## config.mk

```make
export PLATFORM = sky130hd
export DESIGN_NAME = pow_difficulty_adjust_top
export DESIGN_NICKNAME = d
export VERILOG_FILES = /design/src/rtl/pda_pkg.sv /design/src/rtl/pda_front.sv /design/src/rtl/pda_queue.sv /design/src/rtl/pda_back.sv /design/src/rtl/pow_difficulty_adjust_top.sv
export SDC_FILE = /design/constraint.sdc
export NUM_CORES = 2
export LEC_CHECK = 0
export BUFFER_PORTS_ARGS = -buffer_cell sky130_fd_sc_hd__buf_2
export CORE_MARGIN = 2
export CORE_UTILIZATION = 35
export CTS_BUF_LIST = sky130_fd_sc_hd__clkbuf_4
export DETAILED_ROUTE_END_ITERATION = 10
export PLACE_DENSITY = 0.62
export SETUP_SLACK_MARGIN = 0.15
export SLEW_MARGIN = 10
export SYNTH_ARGS = -nofsm -noshare
export SYNTH_HDL_FRONTEND = slang
export SYNTH_SLANG_ARGS = --single-unit
```

## constraint.sdc

```tcl
create_clock -name clock -period 13.75 [get_ports clock]
set_input_delay 0 -clock clock [delete_from_list [all_inputs] [get_ports clock]]
set_output_delay 0 -clock clock [all_outputs]
set_load 0.02 [all_outputs]
```

## src/rtl/pda_pkg.sv

```systemverilog
`default_nettype none

package pda_pkg;

   // register file
   localparam int CSR_INDEX_BITS = 3;
   localparam int CSR_DATA_BITS  = 32;

   localparam logic [CSR_INDEX_BITS-1:0] REG_HOMESTEAD      = 3'd0;
   localparam logic [CSR_INDEX_BITS-1:0] REG_BYZANTIUM      = 3'd1;
   localparam logic [CSR_INDEX_BITS-1:0] REG_CONSTANTINOPLE = 3'd2;
   localparam logic [CSR_INDEX_BITS-1:0] REG_MUIR_GLACIER   = 3'd3;
   localparam logic [CSR_INDEX_BITS-1:0] REG_LONDON         = 3'd4;
   localparam logic [CSR_INDEX_BITS-1:0] REG_ARROW_GLACIER  = 3'd5;
   localparam logic [CSR_INDEX_BITS-1:0] REG_GRAY_GLACIER   = 3'd6;

   localparam logic [31:0] NEVER_BLOCK = 32'hFFFF_FFFF;

   // bomb delays
   localparam int DELAY_BITS = 24;
   localparam logic [DELAY_BITS-1:0] DELAY_GRAY_GLACIER  = 24'd11_400_000;
   localparam logic [DELAY_BITS-1:0] DELAY_ARROW_GLACIER = 24'd10_700_000;
   localparam logic [DELAY_BITS-1:0] DELAY_LONDON        = 24'd9_700_000;
   localparam logic [DELAY_BITS-1:0] DELAY_MUIR_GLACIER  = 24'd9_000_000;
   localparam logic [DELAY_BITS-1:0] DELAY_CONSTANTINOPLE = 24'd5_000_000;
   localparam logic [DELAY_BITS-1:0] DELAY_BYZANTIUM     = 24'd3_000_000;

   // adjustment constants
   localparam logic [6:0]  FRONTIER_FAST_DT = 7'd13;
   localparam logic [6:0]  ADJ_FLOOR        = 7'd99;
   localparam logic [12:0] RECIP_DIV9       = 13'd7282;   // ceil(2^16/9)
   localparam logic [12:0] RECIP_DIV10      = 13'd6554;   // ceil(2^16/10)
   localparam logic [23:0] RECIP_PERIOD     = 24'd10995117; // ceil(2^40/100000)
   localparam logic [31:0] MIN_DIFF         = 32'h0002_0000;

   // classified header waiting in the queue
   typedef struct packed {
      logic [31:0]           block_number;
      logic [DELAY_BITS-1:0] delay;
      logic [31:0]           dt;
      logic [63:0]           parent_diff;
      logic                  uncles;
      logic                  is_byz;
      logic                  is_home;
      logic                  frontier_fast;
   } pda_item_type;

   localparam int QUEUE_DEPTH = 4;
   localparam int QPTR_BITS   = 2;

endpackage

`default_nettype wire

```

## src/rtl/pda_front.sv

```systemverilog
`default_nettype none

module pda_front
   import pda_pkg::*;
(
   input  wire logic                      clock,
   input  wire logic                      reset,
   input  wire logic                      csr_we,
   input  wire logic [CSR_INDEX_BITS-1:0] csr_index,
   input  wire logic [CSR_DATA_BITS-1:0]  csr_wdata,
   input  wire logic [31:0]               block_number,
   input  wire logic [31:0]               block_time,
   input  wire logic [31:0]               parent_time,
   input  wire logic [63:0]               parent_diff,
   input  wire logic                      parent_uncles,
   output pda_item_type                   item
);

   logic [31:0] homestead_ff, byzantium_ff, constantinople_ff, muir_glacier_ff;
   logic [31:0] london_ff, arrow_glacier_ff, gray_glacier_ff;

   always_ff @(posedge clock) begin
      if (reset) begin
         homestead_ff      <= NEVER_BLOCK;
         byzantium_ff      <= NEVER_BLOCK;
         constantinople_ff <= NEVER_BLOCK;
         muir_glacier_ff   <= NEVER_BLOCK;
         london_ff         <= NEVER_BLOCK;
         arrow_glacier_ff  <= NEVER_BLOCK;
         gray_glacier_ff   <= NEVER_BLOCK;
      end else if (csr_we) begin
         unique case (csr_index)
            REG_HOMESTEAD:      homestead_ff      <= csr_wdata;
            REG_BYZANTIUM:      byzantium_ff      <= csr_wdata;
            REG_CONSTANTINOPLE: constantinople_ff <= csr_wdata;
            REG_MUIR_GLACIER:   muir_glacier_ff   <= csr_wdata;
            REG_LONDON:         london_ff         <= csr_wdata;
            REG_ARROW_GLACIER:  arrow_glacier_ff  <= csr_wdata;
            REG_GRAY_GLACIER:   gray_glacier_ff   <= csr_wdata;
            default: ;
         endcase
      end
   end

   function automatic logic active(input logic [31:0] bn, input logic [31:0] start);
      return (start != NEVER_BLOCK) && (bn >= start);
   endfunction

   logic act_london, act_const, act_byz, act_home, act_muir, act_arrow, act_gray;
   logic [31:0] dt;

   always_comb begin
      act_london = active(block_number, london_ff);
      act_const  = act_london || active(block_number, constantinople_ff);
      act_byz    = act_const  || active(block_number, byzantium_ff);
      act_home   = act_byz    || active(block_number, homestead_ff);
      act_muir   = active(block_number, muir_glacier_ff);
      act_arrow  = active(block_number, arrow_glacier_ff);
      act_gray   = active(block_number, gray_glacier_ff);
      dt         = block_time - parent_time;

      item.block_number  = block_number;
      item.dt            = dt;
      item.parent_diff   = parent_diff;
      item.uncles        = parent_uncles;
      item.is_byz        = act_byz;
      item.is_home       = act_home;
      item.frontier_fast = dt < 32'(FRONTIER_FAST_DT);

      // first matching delay wins
      if (act_gray)        item.delay = DELAY_GRAY_GLACIER;
      else if (act_arrow)  item.delay = DELAY_ARROW_GLACIER;
      else if (act_london) item.delay = DELAY_LONDON;
      else if (act_muir)   item.delay = DELAY_MUIR_GLACIER;
      else if (act_const)  item.delay = DELAY_CONSTANTINOPLE;
      else if (act_byz)    item.delay = DELAY_BYZANTIUM;
      else                 item.delay = '0;
   end

endmodule

`default_nettype wire

```

## src/rtl/pda_queue.sv

```systemverilog
`default_nettype none

module pda_queue
   import pda_pkg::*;
(
   input  wire logic   clock,
   input  wire logic   reset,
   input  wire logic   push,
   input  wire pda_item_type push_item,
   output logic        full,
   input  wire logic   pop,
   output logic        empty,
   output pda_item_type head
);

   pda_item_type            entry_ff [QUEUE_DEPTH];
   logic [QPTR_BITS-1:0]    wr_ptr_ff, rd_ptr_ff;
   logic [QPTR_BITS:0]      count_ff;

   assign full  = count_ff == (QPTR_BITS+1)'(QUEUE_DEPTH);
   assign empty = count_ff == '0;
   assign head  = entry_ff[rd_ptr_ff];

   always_ff @(posedge clock) begin
      if (push) begin
         entry_ff[wr_ptr_ff] <= push_item;
      end
   end

   always_ff @(posedge clock) begin
      if (reset) begin
         wr_ptr_ff <= '0;
         rd_ptr_ff <= '0;
         count_ff  <= '0;
      end else begin
         if (push) wr_ptr_ff <= wr_ptr_ff + 1'b1;
         if (pop)  rd_ptr_ff <= rd_ptr_ff + 1'b1;
         if (push && !pop)      count_ff <= count_ff + 1'b1;
         else if (pop && !push) count_ff <= count_ff - 1'b1;
      end
   end

endmodule

`default_nettype wire

```

## src/rtl/pda_back.sv

```systemverilog
`default_nettype none

module pda_back
   import pda_pkg::*;
#(
   parameter int DIFFICULTY_BITS = 64
)
(
   input  wire logic   clock,
   input  wire logic   reset,
   input  wire logic   q_empty,
   input  wire pda_item_type q_head,
   output logic        q_pop,
   output logic        rsp_valid,
   input  wire logic   rsp_ready,
   output logic [63:0] rsp_new_diff,
   output logic        rsp_overflowed
);

   localparam int DB = DIFFICULTY_BITS;
   localparam int XW = DB - 11;
   localparam int PW = DB - 4;
   localparam int SW = $clog2(DB);

   logic adv;
   assign adv   = !rsp_valid || rsp_ready;
   assign q_pop = adv && !q_empty;

   // stage 1: x, parent - 99x, reciprocal product, delayed number
   logic          s1_valid_ff;
   logic [XW-1:0] s1_x_ff;
   logic [DB-1:0] s1_p_ff;
   logic [22:0]   s1_q_ff;
   logic          s1_small_ff, s1_byz_ff, s1_home_ff, s1_fast_ff, s1_unc_ff;
   logic [31:0]   s1_eff_ff;

   logic [DB-1:0] pd, x99;
   logic [XW-1:0] x_in;
   logic [12:0]   recip;
   logic [22:0]   q_in;
   logic [31:0]   eff_in, delay32;

   always_comb begin
      pd      = q_head.parent_diff[DB-1:0];
      x_in    = pd[DB-1:11];
      x99     = DB'(x_in) * DB'(ADJ_FLOOR);
      recip   = q_head.is_byz ? RECIP_DIV9 : RECIP_DIV10;
      q_in    = 23'(q_head.dt[9:0]) * 23'(recip);
      delay32 = 32'(q_head.delay);
      eff_in  = (q_head.block_number > delay32) ? q_head.block_number - delay32 : '0;
   end

   always_ff @(posedge clock) begin
      if (adv) begin
         s1_x_ff     <= x_in;
         s1_p_ff     <= pd - x99;
         s1_q_ff     <= q_in;
         s1_small_ff <= q_head.dt[31:10] == '0;
         s1_byz_ff   <= q_head.is_byz;
         s1_home_ff  <= q_head.is_home;
         s1_fast_ff  <= q_head.frontier_fast;
         s1_unc_ff   <= q_head.uncles;
         s1_eff_ff   <= eff_in;
      end
   end

   // stage 2: multiplier k and bomb period
   logic          s2_valid_ff;
   logic [XW-1:0] s2_x_ff;
   logic [DB-1:0] s2_p_ff;
   logic [6:0]    s2_m_ff, s2_n_ff;
   logic          s2_big_ff;

   logic [6:0]  z, base, m_in;
   logic [46:0] n_prod;

   always_comb begin
      z    = s1_small_ff ? s1_q_ff[22:16] : 7'd127;
      base = (s1_byz_ff && s1_unc_ff) ? 7'd101 : 7'd100;
      if (!s1_home_ff)   m_in = s1_fast_ff ? 7'd100 : 7'd98;
      else if (base > z) m_in = base - z;
      else               m_in = '0;
      n_prod = 47'(s1_eff_ff[22:0]) * 47'(RECIP_PERIOD);
   end

   always_ff @(posedge clock) begin
      if (adv) begin
         s2_x_ff   <= s1_x_ff;
         s2_p_ff   <= s1_p_ff;
         s2_m_ff   <= m_in;
         s2_n_ff   <= n_prod[46:40];
         s2_big_ff <= s1_eff_ff[31:23] != '0;
      end
   end

   // stage 3: k*x and bomb exponent
   logic          s3_valid_ff;
   logic [DB-1:0] s3_p_ff;
   logic [PW-1:0] s3_prod_ff;
   logic          s3_bomb_ff, s3_bovf_ff;
   logic [SW-1:0] s3_sh_ff;

   logic [6:0] sh7;
   assign sh7 = s2_n_ff - 7'd2;

   always_ff @(posedge clock) begin
      if (adv) begin
         s3_p_ff    <= s2_p_ff;
         s3_prod_ff <= PW'(s2_m_ff) * PW'(s2_x_ff);
         s3_bomb_ff <= s2_big_ff || (s2_n_ff >= 7'd2);
         s3_bovf_ff <= s2_big_ff || (sh7 >= 7'(DB));
         s3_sh_ff   <= sh7[SW-1:0];
      end
   end

   // stage 4: adjusted difficulty
   logic          s4_valid_ff;
   logic [DB-1:0] s4_d_ff;
   logic          s4_ovf_ff, s4_bomb_ff, s4_bovf_ff;
   logic [SW-1:0] s4_sh_ff;
   logic [DB:0]   sum;

   assign sum = (DB+1)'(s3_p_ff) + (DB+1)'(s3_prod_ff);

   always_ff @(posedge clock) begin
      if (adv) begin
         s4_d_ff    <= sum[DB-1:0];
         s4_ovf_ff  <= sum[DB];
         s4_bomb_ff <= s3_bomb_ff;
         s4_bovf_ff <= s3_bovf_ff;
         s4_sh_ff   <= s3_sh_ff;
      end
   end

   // output: bomb term, saturation, floor
   logic [DB:0]   bomb_val, d2;
   logic          ovf;
   logic [DB-1:0] clamped;

   always_comb begin
      bomb_val = s4_bomb_ff ? ((DB+1)'(1) << s4_sh_ff) : '0;
      d2       = {1'b0, s4_d_ff} + bomb_val;
      ovf      = s4_ovf_ff || (s4_bomb_ff && (s4_bovf_ff || d2[DB]));
      clamped  = (d2[DB-1:0] < DB'(MIN_DIFF)) ? DB'(MIN_DIFF) : d2[DB-1:0];
   end

   always_ff @(posedge clock) begin
      if (adv) begin
         rsp_new_diff   <= ovf ? 64'({DB{1'b1}}) : 64'(clamped);
         rsp_overflowed <= ovf;
      end
   end

   always_ff @(posedge clock) begin
      if (reset) begin
         s1_valid_ff <= 1'b0;
         s2_valid_ff <= 1'b0;
         s3_valid_ff <= 1'b0;
         s4_valid_ff <= 1'b0;
         rsp_valid   <= 1'b0;
      end else if (adv) begin
         s1_valid_ff <= !q_empty;
         s2_valid_ff <= s1_valid_ff;
         s3_valid_ff <= s2_valid_ff;
         s4_valid_ff <= s3_valid_ff;
         rsp_valid   <= s4_valid_ff;
      end
   end

endmodule

`default_nettype wire

```

## src/rtl/pow_difficulty_adjust_top.sv

```systemverilog
`default_nettype none

// Proof-of-work difficulty adjustment, one header summary in, one difficulty
// out. Each req transaction carries the block number, both timestamps, the
// parent difficulty and the parent-has-uncles flag; the fork rule (Frontier,
// Homestead or Byzantium), the bomb delay and the exponential bomb term are
// taken from the seven fork-start registers on the csr port (index 0 homestead
// through 6 gray glacier, reset all ones = never). Result is floored at 0x20000
// and saturates to all ones within DIFFICULTY_BITS with overflowed set.
// Rate: one transaction per cycle while rsp_tready is high. The accepting
// edge writes the four-entry queue behind the classifier; from there an item
// passes the back-end stages (the 99x/reciprocal multiply, the k and period
// select, the k*x multiply, the wide add) and then the output register that
// drives rsp_tvalid. req_tready drops only when the queue is full; behind a
// steady stream, a held rsp transaction stalls the back end until the queue
// fills and req_tready goes low.
// Write csr only while idle.

module pow_difficulty_adjust_top
   import pda_pkg::*;
#(
   parameter int DIFFICULTY_BITS = 64
)
(
   input  wire logic                      clock,
   input  wire logic                      reset,
   // csr write port
   input  wire logic                      csr_we,
   input  wire logic [CSR_INDEX_BITS-1:0] csr_index,
   input  wire logic [CSR_DATA_BITS-1:0]  csr_wdata,
   // header stream
   input  wire logic                      req_tvalid,
   output logic                           req_tready,
   // [31:0] block_number, [63:32] block_time, [95:64] parent_time,
   // [159:96] parent_diff, [160] parent_uncles, [167:161] zero
   input  wire logic [167:0]              req_tdata,
   // difficulty stream
   output logic                           rsp_tvalid,
   input  wire logic                      rsp_tready,
   // [63:0] new_diff, [64] overflowed, [71:65] zero
   output logic [71:0]                    rsp_tdata
);

   pda_item_type front_item, q_head;
   logic         q_full, q_empty, q_pop, push;
   logic [63:0]  new_diff;
   logic         overflowed;

   assign req_tready = !q_full;
   assign push       = req_tvalid && !q_full;

   // classify: fork flags, bomb delay, time delta
   pda_front u_front (
      .clock         (clock),
      .reset         (reset),
      .csr_we        (csr_we),
      .csr_index     (csr_index),
      .csr_wdata     (csr_wdata),
      .block_number  (req_tdata[31:0]),
      .block_time    (req_tdata[63:32]),
      .parent_time   (req_tdata[95:64]),
      .parent_diff   (req_tdata[159:96]),
      .parent_uncles (req_tdata[160]),
      .item          (front_item)
   );

   pda_queue u_queue (
      .clock     (clock),
      .reset     (reset),
      .push      (push),
      .push_item (front_item),
      .full      (q_full),
      .pop       (q_pop),
      .empty     (q_empty),
      .head      (q_head)
   );

   // arithmetic pipeline, stalls as a whole on rsp backpressure
   pda_back #(
      .DIFFICULTY_BITS (DIFFICULTY_BITS)
   ) u_back (
      .clock          (clock),
      .reset          (reset),
      .q_empty        (q_empty),
      .q_head         (q_head),
      .q_pop          (q_pop),
      .rsp_valid      (rsp_tvalid),
      .rsp_ready      (rsp_tready),
      .rsp_new_diff   (new_diff),
      .rsp_overflowed (overflowed)
   );

   assign rsp_tdata = {7'b0, overflowed, new_diff};

endmodule

`default_nettype wire
```

==> results.txt <==
Before antenna repair, the detailed router went through 6 iterations. Across every metal layer, demand over resource in global routing totals 0.166. By area the synthesized netlist is led by edfxtp_1, fa_1, ha_1. The die boundary height is around 530 µm. The number of CTS-inserted buffers came out at 373. The final worst clock skew is 138 ps. The sequential fraction of the synthesis area came out at 0.411.

The final wirelength is 234 mm. Of the total synthesized cell area, the portion taken by AND, OR, NAND and NOR gates is 0.107. The count of clock tree sinks came out at 1393.

The most common cell in the synthesized netlist is inv_1. The layout has 25777 filler cells. The largest family of logic cells by synthesized area is adder cells.

The cell count after synthesis is 8421. The critical path data arrival time came out at 9060 ps. The via count of the first global-routing pass is 69580.

Setup repair after global routing left no endpoint under its margin. The final critical-path share of the clock period is 0.597. The number of violations reported at the end of detailed-routing iteration 0 is 4248. The number of antenna violations at the first check in global routing came out at 27. The max-capacitance violation count is 0.

The number of DRC violations after detailed routing came out at 0. The maximum clock frequency is 122 MHz. The worst setup path is captured at a register.

The endpoint with the worst hold slack is u_queue.entry_ff[2][71]. Measured against its own limit, the worst slew margin works out to 0.176. The final-report hold violation count is 0. Counting instances in the post-synthesis netlist gives the leading cell types as inv_1, edfxtp_1, ha_1. The placeable core region came out at 273000 µm².

The tree is rooted in a clkbuf_4. The netlist uses 122 different library cells. The final net count came out at 11230. The I/O pin count came out at 282. Dividing the detail-routed wire length by the instance count gives 17.6 µm. The min-delay analysis places its worst path in the category in -> reg.

The pin count of the biggest net entering global routing is 166. The endpoint of the worst register-to-register path is u_back.s1_p_ff[62]. The critical path is of the reg -> reg type. The xor-xnor portion of the synthesized cell area came out at 0.0266.

The flop-to-flop setup slack is around 5500 ps. The area growth from synthesis to layout is 15.7%. The average instance in the mapped netlist occupies 11.4 µm². The worst register-to-register path has a depth of 19. The floorplan step defined a die boundary enclosing 278000 µm².

TritonCTS built the clock tree. The netlist area before placement came out at 96000 µm². After clock tree synthesis, the clock-pin slew on the worst setup and hold paths is around 60 ps.

The die is 528 µm wide. The minimum period implied by the final worst setup slack came out at just over 8000 ps. The fraction of the mapped netlist area in compound gates was 0.101. The number of pins with negative max-slew slack in the final report came to 0. The worst hold path begins at req_tdata[66]. Routability-driven placement finished with a final weighted congestion of 0.925. Counting instances, the worst hold path has a depth of 6. The ratio of cells with drive above 1 in the final layout came out at 0.115. After legalization and detailed placement, the total HPWL measured 173 mm. The quantity of gates resized following cts is 0. Setup violations remaining at the end of the flow were counted as 0.

The largest fanout of any net on the critical path is 37. In this run the number of H-tree levels came out at 5. The count of flip-flops with a built-in enable after synthesis is between 1000 and 1500. The first-pass GRT wire length came out at around 370 mm. The mean number of vias per cell is about 5.0. The slew at the pin with the worst max-slew slack came out at around 1200 ps.

The maximum clock insertion buffer count is 4. The initialized floorplan defines 192 standard-cell rows. Summed over all failing endpoints, the final setup total negative slack is 0 ps. The clock reaches the later pin of the worst-skew pair after 1240 ps.

The initial core utilization is 0.351. The worst setup path is launched from a register. Of the post-synthesis cell area, the dominant cell type holds 0.361. The total global routing overflow is 0.

The required time reported for the critical path endpoint came out at 14600 ps. For this block, the via count after detailed routing is ~66000. The adder-cell area share of the yosys netlist is 0.267. The number of nets with antenna violations after detailed routing came out at 0. The synthesized flop and latch total is 1393. The count of yosys warnings during synthesis came out at 0. For this run, the leading register cell type out of synthesis is edfxtp_1. Port buffering added 267 buffers. The run finished with clean final reports. The proportion of synthesized area in mux cells came out at 0.0304. Summed over all instances, the cell type with the most area after synthesis is edfxtp_1.

The post-synthesis async set-or-reset flop share came out at 0.
## per-stage QoR
stage	util	worst slack (ps)	hold slack (ps)	std cells	area, µm²
finish	0.407	5530	187	13254	111000
global route	0.407	5020	67.6	13254	111000
CTS	0.407	5420	0.215	13248	111000
detailed placement	0.371	5520	219	12085	101000
global placement	0.371	5480	213	12085	101000
floorplan	-	2960	98.9	8429	96000
## registers in the layout (all words and copies together), names as in the netlist, 53 cells and up, named ones only
signal and count:
u_back.rsp_new_diff 64, u_back.s1_p_ff 64, u_back.s1_x_ff 53, u_back.s2_p_ff 64
u_back.s2_x_ff 53, u_back.s3_p_ff 64, u_back.s3_prod_ff 60, u_back.s4_d_ff 64
u_queue.entry_ff 592
## per-layer routing
| metal | vias to the layer above | routed length (µm) | track usage |
|---|---|---|---|
| met5 | - | 74 | 0 |
| li1 | 31630 | - | - |
| met1 | 32440 | 101000 | 0.210 |
| met4 | 12 | 6930 | 0.0557 |
| met2 | 1776 | 114000 | 0.290 |
| met3 | 421 | 11100 | 0.0248 |
## cell families after synthesis
logic type	after synthesis
other cells	2
xor+xnor	292
mux	134
simple gates	2103
compound gates	1416
buf+inv	1432
flops	1393
fa+ha+maj	1649
## final cells by class
class	instances	area, µm²	area share
repair buffers	806	6680	0.0601
clock buffers	520	3900	0.0351
diodes	6	15.0	0.000135
clock inverters	141	871	0.00784
flip-flops and latches	1393	39500	0.355
inverters	1195	4490	0.0404
well taps	3589	4490	0.0404
multi-input cells	5604	51200	0.461
## placed cells by master, fill, tap and decap left out, types with 18 or more instances in the layout
cell type	n
inv_1	1194
edfxtp_1	1155
ha_1	980
nand2_1	756
fa_1	669
clkbuf_4	520
dlygate4sd3_1	502
nor2_1	459
a21oi_1	376
buf_2	266
a21o_1	247
dfxtp_1	236
o21ai_0	225
xnor2_1	169
nand4_1	164
a211o_1	136
mux4_2	126
and2_1	123
xor2_1	123
nand3b_1	105
clkinv_1	94
nor2b_1	81
nand2b_1	76
nand3_1	75
nor3_1	65
o21a_1	48
o21bai_1	47
a211oi_1	42
a31oi_1	42
nor4_1	42
and3_1	39
o211ai_1	36
buf_4	35
or2_2	25
clkinv_2	21
or3_1	20
o31ai_1	18
## critical path: stages (launching register included)
cell      delay (ps)
dfxtp_4          580
buf_4            660
mux4_2           730
ha_1             360
fa_1             530
inv_1             50
fa_1             500
fa_1             490
ha_1             380
and2_1           230
nand2_1          110
o311ai_2         420
o311ai_0         350
or3_1            530
a211oi_1         440
o21ai_0          260
a31o_2           290
o21ai_1          330
a21oi_1          180
a311o_1          400
## worst max-delay path by stage
stage                          end  slack [ps]
6_report        u_back.s1_p_ff[62]        5530
5_1_grt         u_back.s1_p_ff[62]        5020
4_1_cts         u_back.s1_p_ff[62]        5420
3_5_place_dp    u_back.s1_p_ff[62]        5520
3_3_place_gp    u_back.s1_p_ff[62]        5480
2_1_floorplan  u_queue.count_ff[2]        2960
## repair_timing
item | CTS | global route
endpoints found under the hold margin | 1285 | 0
hold buffers | 502 | 0
setup buffers | 0 | 0
Power is left out: the tool's default activity adds up to more than one toggle a clock period on the data nets, which glitch-free logic cannot reach.
